===== src/sfr_pkg.sv =====
`timescale 1ns / 1ps
// ----------------------------------------------------------------------------
// sfr_pkg
// Shared types, register indexes and the CRC byte update for the serial
// frame receiver.
// ----------------------------------------------------------------------------
package sfr_pkg;

	// Register indexes on the configuration port (byte address = 4 * index).
	localparam logic [2:0] REG_SYNC_VALUE  = 3'd0;
	localparam logic [2:0] REG_USE_INV_LEN = 3'd1;
	localparam logic [2:0] REG_CRC_POLY    = 3'd2;
	localparam logic [2:0] REG_CRC_INIT    = 3'd3;
	localparam logic [2:0] REG_CRC_XOR     = 3'd4;

	// Register reset values.
	localparam logic [7:0]  SYNC_RESET     = 8'hA5;
	localparam logic [15:0] CRC_POLY_RESET = 16'h1021;
	localparam logic [15:0] CRC_INIT_RESET = 16'h0000;
	localparam logic [15:0] CRC_XOR_RESET  = 16'h0000;

	// Event codes reported with each result.
	typedef enum logic [2:0] {
		EV_TAKEN    = 3'd0,
		EV_SYNC     = 3'd1,
		EV_BADSYNC  = 3'd2,
		EV_HDR_OK   = 3'd3,
		EV_LEN_FAIL = 3'd4,
		EV_PAYLOAD  = 3'd5,
		EV_FRAME_OK = 3'd6,
		EV_CRC_ERR  = 3'd7
	} sfr_event_t;

	// Configuration as seen by the datapath.
	typedef struct packed {
		logic [7:0]  sync_value;
		logic        use_inverted_length;
		logic [15:0] crc_polynomial;
		logic [15:0] crc_initial;
		logic [15:0] crc_final_xor;
	} sfr_cfg_t;

	// One byte of a non-reflected, MSB-first CRC-16 with implicit top bit.
	function automatic logic [15:0] crc16_byte(input logic [15:0] acc,
		input logic [7:0] data, input logic [15:0] poly);
		logic [15:0] r;
		r = acc ^ {data, 8'h00};
		for (int i = 0; i < 8; i++) begin
			if (r[15]) begin
				r = {r[14:0], 1'b0} ^ poly;
			end else begin
				r = {r[14:0], 1'b0};
			end
		end
		return r;
	endfunction

endpackage


===== src/sfr_regs.sv =====
`timescale 1ns / 1ps
// ----------------------------------------------------------------------------
// sfr_regs
// Configuration register file behind an APB-style port. Writes complete in
// the access cycle; reads return the stored value, zero beyond the list.
// ----------------------------------------------------------------------------
module sfr_regs import sfr_pkg::*; (
	input  logic        clk,
	input  logic        arst_n,
	input  logic        psel,
	input  logic        penable,
	input  logic        pwrite,
	input  logic [4:0]  paddr,
	input  logic [31:0] pwdata,
	output logic [31:0] prdata,
	output logic        pready,
	output sfr_cfg_t    cfg
);

	sfr_cfg_t   cfg_q;
	logic       wr_en;
	logic [2:0] reg_idx;

	assign pready  = 1'b1;
	assign wr_en   = psel && penable && pwrite;
	assign reg_idx = paddr[4:2];
	assign cfg     = cfg_q;

	// Register writes.
	always_ff @(posedge clk or negedge arst_n) begin
		if (!arst_n) begin
			cfg_q.sync_value          <= SYNC_RESET;
			cfg_q.use_inverted_length <= 1'b1;
			cfg_q.crc_polynomial      <= CRC_POLY_RESET;
			cfg_q.crc_initial         <= CRC_INIT_RESET;
			cfg_q.crc_final_xor       <= CRC_XOR_RESET;
		end else if (wr_en) begin
			unique case (reg_idx)
				REG_SYNC_VALUE:  cfg_q.sync_value          <= pwdata[7:0];
				REG_USE_INV_LEN: cfg_q.use_inverted_length <= pwdata[0];
				REG_CRC_POLY:    cfg_q.crc_polynomial      <= pwdata[15:0];
				REG_CRC_INIT:    cfg_q.crc_initial         <= pwdata[15:0];
				REG_CRC_XOR:     cfg_q.crc_final_xor       <= pwdata[15:0];
				default: ;
			endcase
		end
	end

	// Read mux.
	always_comb begin
		unique case (reg_idx)
			REG_SYNC_VALUE:  prdata = {24'h0, cfg_q.sync_value};
			REG_USE_INV_LEN: prdata = {31'h0, cfg_q.use_inverted_length};
			REG_CRC_POLY:    prdata = {16'h0, cfg_q.crc_polynomial};
			REG_CRC_INIT:    prdata = {16'h0, cfg_q.crc_initial};
			REG_CRC_XOR:     prdata = {16'h0, cfg_q.crc_final_xor};
			default:         prdata = 32'h0;
		endcase
	end

endmodule


===== src/serial_frame_receiver.sv =====
`timescale 1ns / 1ps
// A request moves from the input register to the result register; out_stall
// can hold it. Throughput: one byte per cycle unless out_stall holds; the frame
// state machine and byte-wide CRC update sit between these two registers.
// Reset: asynchronous, active low; the receiver starts idle, hunting for the
// sync byte; the control and state registers reset, the data registers do not.
// ----------------------------------------------------------------------------
// serial_frame_receiver
// Byte-serial deframer: sync, big-endian length (with optional inverted
// copy), payload with running CRC-16, then CRC check.
// ----------------------------------------------------------------------------
module serial_frame_receiver import sfr_pkg::*; (
	input  logic        clk,
	input  logic        arst_n,
	// Input channel
	input  logic        in_valid,
	output logic        in_stall,
	input  logic [7:0]  rx_byte,
	// Result channel
	output logic        out_valid,
	input  logic        out_stall,
	output logic [2:0]  event_res,
	output logic [7:0]  data_byte,
	output logic [15:0] payload_index,
	output logic [15:0] frame_length,
	output logic        last_payload,
	output logic [15:0] computed_crc,
	// Configuration port
	input  logic        psel,
	input  logic        penable,
	input  logic        pwrite,
	input  logic [4:0]  paddr,
	input  logic [31:0] pwdata,
	output logic [31:0] prdata,
	output logic        pready
);

	typedef enum logic [1:0] {
		PH_IDLE    = 2'd0,
		PH_HEADER  = 2'd1,
		PH_PAYLOAD = 2'd2,
		PH_CRC     = 2'd3
	} phase_t;

	sfr_cfg_t cfg;

	sfr_regs u_regs (
		.clk     (clk),
		.arst_n  (arst_n),
		.psel    (psel),
		.penable (penable),
		.pwrite  (pwrite),
		.paddr   (paddr),
		.pwdata  (pwdata),
		.prdata  (prdata),
		.pready  (pready),
		.cfg     (cfg)
	);

	// Pipeline control.
	logic       valid_s1;
	logic [7:0] byte_s1;
	logic       out_valid_q;
	logic       advance;
	logic       accept_in;
	logic       step;

	assign advance   = !out_valid_q || !out_stall;
	assign in_stall  = valid_s1 && !advance;
	assign accept_in = in_valid && !in_stall;
	assign step      = valid_s1 && advance;
	assign out_valid = out_valid_q;

	// Input register.
	always_ff @(posedge clk or negedge arst_n) begin
		if (!arst_n) begin
			valid_s1 <= 1'b0;
		end else begin
			valid_s1 <= accept_in || (valid_s1 && !advance);
		end
	end

	always_ff @(posedge clk) begin
		if (accept_in) begin
			byte_s1 <= rx_byte;
		end
	end

	// Frame state.
	phase_t      phase_q;
	logic [2:0]  hdr_cnt_q;
	logic [15:0] len_q;
	logic [15:0] inv_q;
	logic [15:0] left_q;
	logic [15:0] crc_q;
	logic [7:0]  crc_hi_q;

	// Next state and result for the byte in the input register.
	phase_t      phase_d;
	logic [2:0]  hdr_cnt_d;
	logic [15:0] len_d;
	logic [15:0] inv_d;
	logic [15:0] left_d;
	logic [15:0] crc_d;
	logic [7:0]  crc_hi_d;
	sfr_event_t  ev_d;
	logic [15:0] idx_d;
	logic [15:0] flen_d;
	logic        last_d;
	logic [15:0] ccrc_d;
	logic [2:0]  hdr_need;
	logic [15:0] crc_final;

	assign hdr_need  = cfg.use_inverted_length ? 3'd4 : 3'd2;
	assign crc_final = crc_q ^ cfg.crc_final_xor;

	always_comb begin
		phase_d   = phase_q;
		hdr_cnt_d = hdr_cnt_q;
		len_d     = len_q;
		inv_d     = inv_q;
		left_d    = left_q;
		crc_d     = crc_q;
		crc_hi_d  = crc_hi_q;
		ev_d      = EV_TAKEN;
		idx_d     = 16'h0;
		flen_d    = 16'h0;
		last_d    = 1'b0;
		ccrc_d    = 16'h0;
		unique case (phase_q)
			PH_IDLE: begin
				if (byte_s1 == cfg.sync_value) begin
					ev_d      = EV_SYNC;
					phase_d   = PH_HEADER;
					hdr_cnt_d = 3'd0;
					crc_d     = cfg.crc_initial;
				end else begin
					ev_d = EV_BADSYNC;
				end
			end
			PH_HEADER: begin
				// Collect length and inverted length, high byte first.
				unique case (hdr_cnt_q)
					3'd0:    len_d = {byte_s1, len_q[7:0]};
					3'd1:    len_d = {len_q[15:8], byte_s1};
					3'd2:    inv_d = {byte_s1, inv_q[7:0]};
					default: inv_d = {inv_q[15:8], byte_s1};
				endcase
				if ({1'b0, hdr_cnt_q} + 4'd1 >= {1'b0, hdr_need}) begin
					hdr_cnt_d = 3'd0;
					if (cfg.use_inverted_length && (len_d != ~inv_d)) begin
						ev_d    = EV_LEN_FAIL;
						phase_d = PH_IDLE;
					end else begin
						ev_d    = EV_HDR_OK;
						flen_d  = len_d;
						left_d  = len_d;
						phase_d = (len_d == 16'h0) ? PH_CRC : PH_PAYLOAD;
					end
				end else begin
					hdr_cnt_d = hdr_cnt_q + 3'd1;
				end
			end
			PH_PAYLOAD: begin
				ev_d   = EV_PAYLOAD;
				flen_d = len_q;
				idx_d  = len_q - left_q;
				last_d = (left_q == 16'd1);
				crc_d  = crc16_byte(crc_q, byte_s1, cfg.crc_polynomial);
				left_d = left_q - 16'd1;
				if (left_q == 16'd1) begin
					phase_d   = PH_CRC;
					hdr_cnt_d = 3'd0;
				end
			end
			PH_CRC: begin
				flen_d = len_q;
				if (hdr_cnt_q == 3'd0) begin
					ev_d      = EV_TAKEN;
					crc_hi_d  = byte_s1;
					hdr_cnt_d = 3'd1;
				end else begin
					ccrc_d    = crc_final;
					ev_d      = ({crc_hi_q, byte_s1} == crc_final) ? EV_FRAME_OK
						: EV_CRC_ERR;
					hdr_cnt_d = 3'd0;
					phase_d   = PH_IDLE;
				end
			end
			default: ;
		endcase
	end

	// State registers, updated once for each byte that moves to the output.
	always_ff @(posedge clk or negedge arst_n) begin
		if (!arst_n) begin
			phase_q   <= PH_IDLE;
			hdr_cnt_q <= 3'd0;
			len_q     <= 16'h0;
			inv_q     <= 16'h0;
			left_q    <= 16'h0;
			crc_q     <= CRC_INIT_RESET;
			crc_hi_q  <= 8'h0;
		end else if (step) begin
			phase_q   <= phase_d;
			hdr_cnt_q <= hdr_cnt_d;
			len_q     <= len_d;
			inv_q     <= inv_d;
			left_q    <= left_d;
			crc_q     <= crc_d;
			crc_hi_q  <= crc_hi_d;
		end
	end

	// Result register.
	logic [2:0]  event_q;
	logic [7:0]  data_q;
	logic [15:0] idx_q;
	logic [15:0] flen_q;
	logic        last_q;
	logic [15:0] ccrc_q;

	always_ff @(posedge clk or negedge arst_n) begin
		if (!arst_n) begin
			out_valid_q <= 1'b0;
		end else if (advance) begin
			out_valid_q <= valid_s1;
		end
	end

	always_ff @(posedge clk) begin
		if (step) begin
			event_q <= ev_d;
			data_q  <= byte_s1;
			idx_q   <= idx_d;
			flen_q  <= flen_d;
			last_q  <= last_d;
			ccrc_q  <= ccrc_d;
		end
	end

	assign event_res     = event_q;
	assign data_byte     = data_q;
	assign payload_index = idx_q;
	assign frame_length  = flen_q;
	assign last_payload  = last_q;
	assign computed_crc  = ccrc_q;

endmodule

===== config.mk =====
export PLATFORM = sky130hd
export DESIGN_NAME = serial_frame_receiver
export DESIGN_NICKNAME = d
export VERILOG_FILES = /design/src/sfr_pkg.sv /design/src/sfr_regs.sv /design/src/serial_frame_receiver.sv
export SDC_FILE = /design/constraint.sdc
export NUM_CORES = 1
export LEC_CHECK = 0
export BUFFER_PORTS_ARGS = -buffer_cell sky130_fd_sc_hd__buf_2
export CAP_MARGIN = 20
export CORE_UTILIZATION = 60
export CTS_CLUSTER_DIAMETER = 80
export DETAILED_ROUTE_END_ITERATION = 16
export GPL_ROUTABILITY_DRIVEN = 0
export MAX_ROUTING_LAYER = met4
export PLACE_DENSITY = 0.86
export SLEW_MARGIN = 20
export SYNTH_ARGS = -nofsm -noshare
export SYNTH_HDL_FRONTEND = slang
export SYNTH_SLANG_ARGS = --single-unit

===== constraint.sdc =====
create_clock -name clk -period 5.6 [get_ports clk]
set_input_delay 0.56 -clock clk [delete_from_list [all_inputs] [get_ports clk]]
set_output_delay 0.56 -clock clk [all_outputs]
set_load 0.02 [all_outputs]

==> results.md <==
- Worst slew pin tran: 1.17 ns
- Gr usage total: 32.6%
- Final Slew Violations: 0
- Crit path time final: 4.75 ns
- Synth Warn #: 0
- Detail Route Antenna Nets: 0
- Skew final: 0.0137 ns
- Post-synth top cells: nand2_1 (204), dfrtp_1 (128), xnor2_1 (118)
- Drt drc: 0
- Initial Utilization: 61.3%
- Grt met2 use: 49.4%
- Setup Crit Path Kind: register to register
- Die height: 149 um
- Antenna violations before repair: 1
- Status: finished, final reports clean
- First-pass GRT wire length: 54300 um
- Detailed Route WL: 34100 um
- H-tree lvl count: 1
- Fillers: 1507
- Vias in the first global route: 10.1k
- Area grow syn2layout: 11.0%
- Clk sink count: 204
- Post-CTS repair timing setup buffer count: 0
- Vias: 10.6k
- Share of cells above drive strength 1: 18.8%
- DR pass1 iterations: 7
- Die X: 149 um
- Initial drt markers: 1251
- GR Util met1: 42.9%
- Syn_area_per_cell: 9.67 um^2
- Count leader, synth: nand2_1
- Main synth FF type: dfrtp_1
- Post-synth design cell area: 12900 um^2
- Final instance area: 14300 um^2
- # diodes: 0
- Detailed placement HPWL: 23400 um
- Hold_buf cts: 0
- Yosys reg bits: 204
- Slew headroom: 22.0%
- Crit. End Element: register
- Worst-path clk slew: 0.07 ns
- Synth area leader: dfrtp_1
- Dominant cells by area after synthesis: dfrtp_1 (25%), edfxtp_1 (16%), xnor2_1 (8.0%)
- GRT overflow: 0
- CTS tree: built
- Final hold vios: 0
- CP Max Fanout: 18
- Largest net degree at the start of global routing: 87
- R2R Setup Slk: 0.85 ns
- # port buffers: 111
- FMAX: 211 MHz
- Post-DP Area: 13600 um^2
- Floorplan core area: 21000 um^2
- Worst hold path class: primary input to asynchronous set/reset pin
- Worst EP arrival: 5.19 ns
- Root buffer cell: clkbuf_16
- Hold slack: 0.105 ns
- Setup-failing EPs final: 0
- Worst EP required: 6.04 ns
- TNS Setup: 0 ns
- RSZ-0062 raised after global routing: false
- Std cell rows: 53
- Vias/cell: 6.27
- WL/cell: 20.1 um
- Post-synthesis sequential area ratio: 42.3%
- Critical Path Start Type: register
- Post-CTS sizing: 0
- Met3 Use GR: 6.13%
- Post-synth top area share: 24.9%
- Top Usage Layer GRT: met2
- Fin nets: 1479
- Clock buffer depth: 3
- Cts bufs inserted: 23
- FFs w/ async S/R, synth: 66.7%
- IO Count: 147
- Max-cap violation count: 0
- Cells after synthesis: 1333
- Die ar.: 22100 um^2
- Post-synth EDFFs: 68
- Clock latency at the later pin of the worst-skew pair: 0.53 ns
- Synth cell types: 77
- Final period util: 84.8%
state kept, by name (all words and copies together) (netlist names), 16 cells and up, named ones only:
register,cells
u_regs.cfg,57
len_q,16
computed_crc,16
inv_q,16
frame_length,16
left_q,16
crc_q,16
payload_index,16
final cells by class:
cell class	instances	area (um^2)	area share, %
clock inverter	11	101	0.709
sequential	204	5460	38.1
multi-input combinational	989	6840	47.8
clock buffer	31	626	4.37
inverter	49	184	1.29
tap	275	344	2.41
timing repair buffer	136	749	5.24
cell usage in the layout (no fill, tap or decap), drive strengths merged, types with 13 or more instances in the layout:
master	netlist	routed
a221oi	13	13
xnor2	122	122
a21oi	24	24
ha	23	23
clkbuf	75	31
edfxtp	68	68
buf	31	136
nor3	39	39
xor2	54	54
nor2	60	60
inv	48	51
mux2	68	68
a22oi	26	26
a22o	17	17
nand4	21	21
o21ai	94	94
dfrtp	128	128
nand2	204	204
conb	2	17
mux2i	35	35
nand3	28	28
layer usage:
metal,up-vias,part of all wire [%],wire length [um]
met4,0,4.4,1490
met2,667,45,15200
met3,129,10,3540
met1,5060,40,13800
li1,4779,-,-
met5,-,0,0
path summary, 6_finish.rpt:
check                                      end        from  depth (start not counted)
worst max register to register        crc_q[7]  byte_s1[7]                         14
min in group clk                    byte_s1[1]  rx_byte[1]                          1
worst min-delay path                 out_valid      arst_n                          1
worst min register to register        inv_q[9]    inv_q[9]                          2
max in group asynchronous       u_regs.cfg[26]      arst_n                          2
worst max-delay path                  crc_q[7]  byte_s1[7]                         14
cell families after synthesis:
group,Yosys count,share of synthesized area [%]
buffers and inverters,155,5.17
AO/OA/AOI/OAI,255,13.4
adder cells (fa/ha/maj),24,2.39
other,2,0.0583
flip-flops,204,42.3
multiplexers,103,8.66
XOR/XNOR,183,13.8
AND/OR/NAND/NOR,407,14.1
stage by stage:
step	util, %	setup WS (ns)	cells
after floorplan	-	1.65	1348
after global placement	64.6	1.14	1653
after detailed placement	64.6	0.974	1653
after CTS	68.0	0.918	1695
after global routing	68.0	0.557	1695
final	68.0	0.850	1695
worst max-delay path, cell delays in order, from the launching register on:
cell and delay [ns]:
edfxtp_1 0.55, xor2_2 0.57, xnor2_1 0.28, nand4_1 0.16
and3b_1 0.24, a211oi_2 0.51, xnor2_1 0.14, buf_4 0.22
and2_1 0.24, xnor2_2 0.38, mux2i_1 0.33, o2bb2ai_1 0.11
a32oi_1 0.22, xnor3_1 0.43, a221oi_1 0.26
Power is left out: the tool's default activity adds up to more than one toggle a clock period on the data nets, which glitch-free logic cannot reach.
